## config.mk

```make
export PLATFORM = sky130hd
export DESIGN_NAME = hsd_ram
export DESIGN_NICKNAME = d
export VERILOG_FILES = /design/src/sv/hsd_ram.sv
export SDC_FILE = /design/constraint.sdc
export NUM_CORES = 1
export LEC_CHECK = 0
export BUFFER_PORTS_ARGS = -buffer_cell sky130_fd_sc_hd__buf_4
export CAP_MARGIN = 10
export CORE_ASPECT_RATIO = 0.75
export CORE_MARGIN = 1
export CORE_UTILIZATION = 55
export DETAILED_ROUTE_END_ITERATION = 16
export MAX_ROUTING_LAYER = met4
export PLACE_DENSITY = 0.79
export SLEW_MARGIN = 10
export SYNTH_ARGS = -nofsm -noshare
export SYNTH_HDL_FRONTEND = slang
export SYNTH_SLANG_ARGS = --single-unit
```

## constraint.sdc

```tcl
create_clock -name clk_i -period 2.86 [get_ports clk_i]
set_input_delay 0.429 -clock clk_i [delete_from_list [all_inputs] [get_ports clk_i]]
set_output_delay 0.429 -clock clk_i [all_outputs]
set_load 0.05 [all_outputs]
```

## src/sv/hsd_ram.sv

```systemverilog
// ----------------------------------------------------------------------------
// hsd_ram
// Simple dual-port synchronous RAM: one write port, one read port with the
// read data registered. No reset on the contents.
// ----------------------------------------------------------------------------
module hsd_ram #(
  parameter int unsigned WIDTH = 8,
  parameter int unsigned DEPTH = 16,
  localparam int unsigned AW = (DEPTH > 1) ? $clog2(DEPTH) : 1
) (
  input  logic             clk_i,
  input  logic             we_i,
  input  logic [AW-1:0]    waddr_i,
  input  logic [WIDTH-1:0] wdata_i,
  input  logic             re_i,
  input  logic [AW-1:0]    raddr_i,
  output logic [WIDTH-1:0] rdata_o
);

  logic [WIDTH-1:0] mem_q [DEPTH];
  logic [WIDTH-1:0] rdata_q;

  // write port
  always_ff @(posedge clk_i) begin
    if (we_i) begin
      mem_q[waddr_i] <= wdata_i;
    end
  end

  // registered read port
  always_ff @(posedge clk_i) begin
    if (re_i) begin
      rdata_q <= mem_q[raddr_i];
    end
  end

  assign rdata_o = rdata_q;

endmodule

```

==> results.cfg <==
[run_status]
status = finished clean

[global_routing]
grt.overflow.total = 0
antenna_found_initial = 0
grt_first_pass_wirelength_mm = 14.16
grt_pass1_vias = 2430
grt_max_degree = 33
grt_usage_pct = 22.43

[synthesis]
async_reset_ff_share_pct = 0
syn_area_um2 = 5228
synthCells = 229
synthDistinctLibCells = 18
ys_seq_area_share_pct = 78.12
syn-num-nets = 248
syn_area_per_cell_um2 = 22.83
ys_ff_latch = 136
synth_warnings = 0
synth_edf_count = 136
yosys_most_used_dff = edfxtp_1

[drt]
firstDrtPassIters = 5
ant_nets = 0
drc = 0
viasPerCell = 5.854
routedWlPerCell_um = 22.44
vias = 2441
wl_mm = 9.358
drt_iter0_markers = 314

[timing]
tns_ps = 0
worstMarginPinSlew_ps = 823.6
rsz0062_at_grt = no
fmax_ghz = 0.5806
hold_slack_ps = 313.1
relSlewSlack_pct = 44.89
drv_slew = 0
hold_viol_final = 0
fin_crit_ps = 1722
min_period_over_period_pct = 60.23
fin_skew_ps = 6.744
setup_viol = 0

[die]
num_rows = 30
die-area_um2 = 9903
io_pins = 27
die_h_um = 86.43
chipWidth_um = 114.6
start_util_pct = 57.31
core_um2 = 9121

[power]
intPower_mw = 3.518
p_sw_mw = 0.9321
powerDensity_nw_per_um2 = 726.7
leakage_nw = 2.052
vdd_drop_max_mv = 0.5592
power_frac_clock_pct = 43.9
seq_power_share_pct = 50.8
p_comb_share_pct = 5.3
swShare_pct = 20.94

[clock_network]
clock_latency_ps = 410
ctsHtreeMaxLevel = 4
clock-root-buffer = clkbuf_16
ctsResizeCount = 0
hold_buffers = 0
tritoncts = built
cts_sinks = 136
clockBufferDepth = 2
cts.clk_slew.worst_paths_ps = 50
cts-buffers-inserted = 17
cts_setup_buffers = 0

[placed_design]
post-dp-hpwl_mm = 5.887
place.gp.congestion = 0.7669
io_buffers = 26

[worst_setup_path]
required_ps = 3020
cp_data_arrival_time_ps = 1880
cp_cell_sequence = buf_4 -> mux4_1 -> a22oi_1 -> nand2_1
cp-start-kind = primary input
cp_max_fo = 32
end_kind = flop
critPathMaxStageDelay_ps = 630
slowest_stage = mux4_1
crit_type = in2reg

[layout]
antenna_cells = 0
area_delta_synth_final_pct = 17.16
finalNetCount = 295
drive_gt1_share_pct = 29.07
fill_cells = 566

[worst_hold_path]
hp-class = in2reg

[job]
maxCapViolations = 0
## cell families (layout without fill, tap and decap cells)
kind of cell           after synthesis  in the layout  synth area share (%)
AOI/OAI and AO/OA                   16             16                 2.298
buffers and inverters               10             70                 1.651
DFF                                136            136                 78.12
muxes                               32             32                 14.79
and+or+nand+nor                     35             35                 3.136
## metal layers
layer / vias up / share of wire, % / global-route usage, %
met4: 0 / 1.3 / 7.910
met5: - / 0 / -
met3: 11 / 9.0 / 8.601
met2: 96 / 46 / 30.74
met1: 1259 / 44 / 31.05
li1: 1075 / - / -
## power groups by stage
stage / Clock, mW / Sequential (mW) / Combinational [mW]
2_1_floorplan: 0 / 2.33 / 0.113
3_3_place_gp: 0 / 2.30 / 0.232
3_5_place_dp: 0 / 2.30 / 0.237
4_1_cts: 1.99 / 2.26 / 0.237
5_1_grt: 2.07 / 2.26 / 0.251
6_report: 1.96 / 2.26 / 0.234
## worst max-delay path, delay by kind of cell
family,cells,cell delay (ps)
muxes,1,630
buffers and inverters,1,470
AOI/OAI and AO/OA,1,260
and+or+nand+nor,1,70
## sequential cells by signal (all words and copies together) (netlist names)
register / cells
mem_q: 128
rdata_o: 8
## cell usage in the layout, fill, tap and decap left out, drive strengths merged, types with 2 or more instances in the layout
master,count
mux4,32
a22oi,16
edfxtp,136
clkinv,9
nor3,4
buf,38
nor2,13
clkinvlp,3
nand3b,2
nand2,9
nand2b,2
clkbuf,18
## through the flow
step / power, mW / setup slack, ps / instance area (µm²) / std cells / utilization [%]
finish: 4.451 / 1138 / 6125 / 417 / 67.15
global route: 4.582 / 1043 / 6125 / 417 / 67.15
CTS: 4.488 / 1114 / 6125 / 417 / 67.15
detailed placement: 2.539 / 666.5 / 5587 / 385 / 61.25
global placement: 2.531 / 694.7 / 5587 / 385 / 61.25
floorplan: 2.444 / 938.1 / 5228 / 229 / -
## worst paths after layout
path / start / to / slack [ps] / cells after the start
worst max-delay path: raddr_i[0] / rdata_o[1] / 1140 / 4
worst min-delay path: re_i / rdata_o[7] / 310 / 1
worst max register to register: mem_q[9][1] / rdata_o[1] / 1400 / 3
worst min register to register: mem_q[15][5] / rdata_o[5] / 750 / 3
## synth_stat cells, types with 2 or more instances
master           number  share of area [%]
mux4_2               18                7.8
nor2_1               13               0.93
nand2_1               9               0.65
buf_6                 3               0.65
clkdlybuf4s25_2       3               0.57
buf_2                 3               0.29
nor3_1                4               0.38
edfxtp_1            136                 78
nand2b_1              2               0.24
nand3b_1              2               0.29
a22oi_1              16                2.3
mux4_1               14                7.0
## cell type report
type	count	area (µm²)	area share (%)
clock inverters	14	108.9	1.777
flip-flops and latches	136	4084	66.68
well taps	128	160.2	2.615
clock buffers	18	429.2	7.007
repair buffers	38	285.3	4.658
multi-input cells	83	1057	17.26
Note: power is estimated with default switching activity, not from simulation.
