===== src/sv/hsd_pkg.sv =====
// ----------------------------------------------------------------------------
// hsd_pkg
// Shared types and constants of the huffman stream decoder: item kinds,
// error codes, result record and the controller states.
// ----------------------------------------------------------------------------
package hsd_pkg;

  // default storage sizes
  localparam int unsigned HsdNodeSlots  = 512;
  localparam int unsigned HsdStackSlots = 256;

  localparam int unsigned SymW   = 8;
  localparam int unsigned CountW = 32;

  // input item kinds
  typedef enum logic [1:0] {
    KIND_INTERNAL = 2'd0,
    KIND_LEAF     = 2'd1,
    KIND_CODE     = 2'd2
  } kind_e;

  // result error codes
  typedef enum logic [1:0] {
    ERR_NONE    = 2'd0,
    ERR_NO_TREE = 2'd1,
    ERR_REJECT  = 2'd2
  } err_e;

  // controller states
  typedef enum logic {
    ST_IDLE = 1'b0,
    ST_EXEC = 1'b1
  } state_e;

  // one result request
  typedef struct packed {
    logic [SymW-1:0] symbol;
    logic            last_symbol;
    err_e            error;
  } result_t;

endpackage


===== src/sv/hsd_out_buffer.sv =====
// ----------------------------------------------------------------------------
// hsd_out_buffer
// Output register with one skid stage behind it, so that a result can be
// written while the previous one is still stalled at the output.
// ----------------------------------------------------------------------------
module hsd_out_buffer
  import hsd_pkg::*;
(
  input  logic    clk_i,
  input  logic    rst_ni,
  input  logic    push_i,
  input  result_t push_data_i,
  output logic    full_o,
  output logic    out_valid_o,
  input  logic    out_stall_i,
  output result_t out_data_o
);

  logic    out_valid_q, out_valid_d;
  logic    skid_valid_q, skid_valid_d;
  result_t out_data_q, out_data_d;
  result_t skid_data_q, skid_data_d;
  logic    pop;

  assign pop = out_valid_q && !out_stall_i;

  // fill and drain
  always_comb begin
    out_valid_d  = out_valid_q;
    skid_valid_d = skid_valid_q;
    out_data_d   = out_data_q;
    skid_data_d  = skid_data_q;
    if (pop) begin
      out_valid_d = skid_valid_q;
      out_data_d  = skid_data_q;
      skid_valid_d = 1'b0;
    end
    if (push_i) begin
      if (!out_valid_q || (pop && !skid_valid_q)) begin
        out_valid_d = 1'b1;
        out_data_d  = push_data_i;
      end else begin
        skid_valid_d = 1'b1;
        skid_data_d  = push_data_i;
      end
    end
  end

  // control flops
  always_ff @(posedge clk_i or negedge rst_ni) begin
    if (!rst_ni) begin
      out_valid_q  <= 1'b0;
      skid_valid_q <= 1'b0;
    end else begin
      out_valid_q  <= out_valid_d;
      skid_valid_q <= skid_valid_d;
    end
  end

  // payload flops
  always_ff @(posedge clk_i) begin
    out_data_q  <= out_data_d;
    skid_data_q <= skid_data_d;
  end

  assign full_o      = skid_valid_q;
  assign out_valid_o = out_valid_q;
  assign out_data_o  = out_data_q;

endmodule


===== config.mk =====
export PLATFORM = sky130hd
export DESIGN_NAME = hsd_out_buffer
export DESIGN_NICKNAME = d
export VERILOG_FILES = /design/src/sv/hsd_pkg.sv /design/src/sv/hsd_out_buffer.sv
export SDC_FILE = /design/constraint.sdc
export NUM_CORES = 1
export LEC_CHECK = 0
export BUFFER_PORTS_ARGS = -buffer_cell sky130_fd_sc_hd__buf_4
export CORE_MARGIN = 2
export CORE_UTILIZATION = 49
export CTS_CLUSTER_DIAMETER = 200
export DETAILED_ROUTE_END_ITERATION = 6
export GPL_TIMING_DRIVEN = 1
export HOLD_SLACK_MARGIN = 0.02
export PLACE_DENSITY = 0.77
export SYNTH_ARGS = -nofsm -noshare
export SYNTH_HDL_FRONTEND = slang
export SYNTH_SLANG_ARGS = --single-unit

===== constraint.sdc =====
create_clock -name clk_i -period 1.72 [get_ports clk_i]
set_input_delay 0.086 -clock clk_i [delete_from_list [all_inputs] [get_ports clk_i]]
set_output_delay 0.086 -clock clk_i [all_outputs]
set_load 0.01 [all_outputs]

==> reports/results.md <==
### Drt
- 0 — number of design rule violations left after detail routing
- 613 — total vias in the final route
- 1730 um — detailed-route wire length
- 0 — antenna-violating nets left
- 13.5 um — routed wire length per instance
- 4.79 — number of vias per cell after detailed routing
- 6 — number of search-and-repair iterations in the first detailed-routing pass
- 7 — first-iteration detailed-routing DRC count

### Clocking
- 0.13 ns — clock transition time at the flip-flop clock pins of the worst setup and hold paths
- 2 — Max clock buf depth
- yes — CTS tree
- 1 — level count of the clock H-tree
- 3 — number of buffers added by the clock tree synthesis step
- sky130_fd_sc_hd__clkbuf_4 — Clk Tree Root Cell
- 13 — number of hold buffers added after CTS
- 0 — cells resized by post-CTS repair
- 0 — Post-CTS Setup Inserts
- 24 — clock net sink count
- 0.30 ns — insertion delay of the later-clocked pin in the worst-skew pair

### Power
- 0.685 mV — worst vdd rail ir drop
- 29.8% — power share of the combinational group
- 0.000343 W — power spent charging and discharging nets
- 0.644 nW — leakage power total
- 24.6% — switching part of the total
- 17.9% — clock group share of total power
- 0.00105 W — Power Internal
- 1000 nW/um^2 — power density over cell area
- 52.3% — sequential fraction of design power

### Timing
- 0 — number of pins with negative max-slew slack in the final report
- false — unrepaired setup endpoints after global routing
- 0 — Hold Violations, Final
- 0 — count of final setup violators
- 0.00512 ns — Clock Skew
- 69.6% — Slew headroom
- 0.0344 ns — worst slack on hold paths
- 1.41 ns — minimum clock period
- 81.9% — final cycle utilization of the critical path
- 710 MHz — Achievable Freq
- 0 ns — total negative slack
- 0.456 ns — slew at the pin with the worst max-slew slack

### Critical path
- 1.93 ns — required time worst endpoint
- sky130_fd_sc_hd__mux2_2 — cell with the most instances on the worst path
- flip-flop — Worst setup EP type
- flip-flop — Setup crit start kind
- 3 — worst reg-to-reg path cell count
- 1.62 ns — data arrival time of the worst path
- 11 — crit path max fanout
- out_valid_o — startpoint of the worst-slack reg-to-reg timing path
- 0.31 ns — register-to-register setup slack
- sky130_fd_sc_hd__dfrtp_1 — Critical Path Slowest Stage Cell
- 0.47 ns — stage delay of the slowest cell on the critical path
- flip-flop to flip-flop — Worst Path Class, Setup
- out_data_o[10] — endpoint of the worst register-to-register path
- nand2b_4 -> mux2_2 -> mux2_2 — crit path cell chain

### Floorplan
- 16 — number of core rows
- 51.6% — initial standard-cell utilization of the core
- 2420 sq um — die area
- 1940 sq um — total core area
- 49.2 um — Die H
- 49.2 um — Die Span X
- 28 — I/O pin cnt

### Placed design
- 27 — number of port buffers
- 1230 sq um — cell area after placement
- 1160 um — half-perimeter wire length after detailed placement
- 0.671 — final weighted congestion of routability-driven global placement

### Cells and area
- 54.5% — share of layout cells above drive strength 1
- 1390 sq um — final standard cell area without fillers
- 117 — Final nets
- 71.6% — post-layout util
- 38.8% — layout overhead on the synthesized area
- 0 — number of antenna diodes

### Logic synthesis
- 17.6 sq um — synthesized area per cell
- 33.0% — fraction of synthesized cell area taken by the top area cell type
- 15 — Netlist cell types
- 24 — number of register bits inferred by synthesis
- sky130_fd_sc_hd__edfxtp_1, sky130_fd_sc_hd__mux2_4, sky130_fd_sc_hd__dfxtp_1 — largest cells by area after synthesis
- 1000 sq um — summed instance area of the synthesized netlist
- sky130_fd_sc_hd__edfxtp_1 — cell type contributing the most total cell area after synthesis
- 57 — post-synthesis cell count
- 72 — synthesized netlist net count
- 59.9% — portion of the post-synthesis area used by sequential elements
- 0 — yosys warns

### Global routing
- 14 — pin count of the biggest net entering global routing
- 0 — total overflow reported by the global router
- 665 — number of global-route vias before repair
- 2980 um — first-pass GRT wire length
- 0 — antenna violations before repair
- 16.0% — overall track demand over capacity in global routing

### Min path
- primary input to flip-flop — HP Class
- out_stall_i — Hold Path Origin
- full_o — worst hold endpoint
- 3 — Hold Path Stages

### Outcome
- finished clean — result of the run

### Job
- 0 — # Max-Cap Violations

power by group through the flow:
stage | Combinational [W] | Clock (W) | Sequential, W
2_1_floorplan | 0.000213 | 0 | 0.000765
3_3_place_gp | 0.000385 | 0 | 0.000738
3_5_place_dp | 0.000393 | 0 | 0.000740
4_1_cts | 0.000419 | 0.000255 | 0.000729
5_1_grt | 0.000443 | 0.000287 | 0.000740
6_report | 0.000415 | 0.000250 | 0.000729
routing by layer:
layer	routed length, um	vias up	track usage, %
met2	868	20	26.4
met4	0	0	4.29
met1	799	297	21.6
li1	-	296	-
met3	66	0	2.76
met5	0	-	0
worst max-delay path by stage:
stage | cells after the start | slack (ns) | endpoint | start
after global routing | 3 | 0.24 | out_data_o[10] | out_valid_o
after floorplan | 4 | 0.34 | out_data_o[0] | out_valid_o
after CTS | 3 | 0.31 | out_data_o[10] | out_valid_o
after global placement | 3 | 0.36 | out_data_o[10] | out_valid_o
after detailed placement | 3 | 0.32 | out_data_o[10] | out_valid_o
final | 3 | 0.31 | out_data_o[10] | out_valid_o
stage by stage:
stage,total power (W),setup slack (ns),cells
after floorplan,0.000978,0.345,57
after global placement,0.00112,0.355,111
after detailed placement,0.00113,0.318,111
after CTS,0.00140,0.306,128
after global routing,0.00147,0.244,128
final,0.00139,0.311,128
cell families after synthesis:
| logic type | Yosys count | synth area share, % |
|---|---|---|
| AND/OR/NAND/NOR | 5 | 3.50 |
| multiplexers | 22 | 32.2 |
| buffers and inverters | 2 | 1.87 |
| AO/OA/AOI/OAI | 4 | 2.50 |
| flip-flops | 24 | 59.9 |
layout make-up:
type | instances | area [sq um]
Fill cell | 141 | 551
Multi-Input combinational cell | 31 | 383
Tap cell | 27 | 33.8
Clock buffer | 4 | 26.3
Sequential cell | 24 | 601
Timing Repair Buffer | 42 | 348
flip-flops by register name (all words and copies together), names as in the netlist:
register     flops
skid_data_q     11
full_o           1
out_valid_o      1
out_data_o      11
cells in the mapped netlist:
cell,instances
sky130_fd_sc_hd__mux2_2,2
sky130_fd_sc_hd__o211a_1,1
sky130_fd_sc_hd__a21oi_1,2
sky130_fd_sc_hd__mux2_4,20
sky130_fd_sc_hd__dfxtp_1,11
sky130_fd_sc_hd__edfxtp_1,11
sky130_fd_sc_hd__nand2b_1,1
sky130_fd_sc_hd__or2b_1,1
sky130_fd_sc_hd__dfrtp_1,2
sky130_fd_sc_hd__o21ai_0,1
sky130_fd_sc_hd__nand2b_4,1
sky130_fd_sc_hd__nand2_1,1
sky130_fd_sc_hd__buf_4,1
sky130_fd_sc_hd__nor2_1,1
sky130_fd_sc_hd__buf_6,1
layout by cell type (no fill, tap or decap):
cell,n
sky130_fd_sc_hd__a21oi_1,2
sky130_fd_sc_hd__buf_4,29
sky130_fd_sc_hd__clkbuf_1,1
sky130_fd_sc_hd__clkbuf_4,3
sky130_fd_sc_hd__dfrtp_1,2
sky130_fd_sc_hd__dfxtp_1,11
sky130_fd_sc_hd__dlygate4sd3_1,13
sky130_fd_sc_hd__edfxtp_1,11
sky130_fd_sc_hd__mux2_2,2
sky130_fd_sc_hd__mux2_4,20
sky130_fd_sc_hd__nand2_1,1
sky130_fd_sc_hd__nand2b_1,1
sky130_fd_sc_hd__nand2b_4,1
sky130_fd_sc_hd__nor2_1,1
sky130_fd_sc_hd__o211a_1,1
sky130_fd_sc_hd__o21ai_0,1
sky130_fd_sc_hd__or2b_1,1
worst max-delay path: cells and delay by family, from the launching register on:
family	cells	cell delay, ns
flip-flops	1	0.47
multiplexers	2	0.62
AND/OR/NAND/NOR	1	0.23
Power figures use the tool's default switching activity.
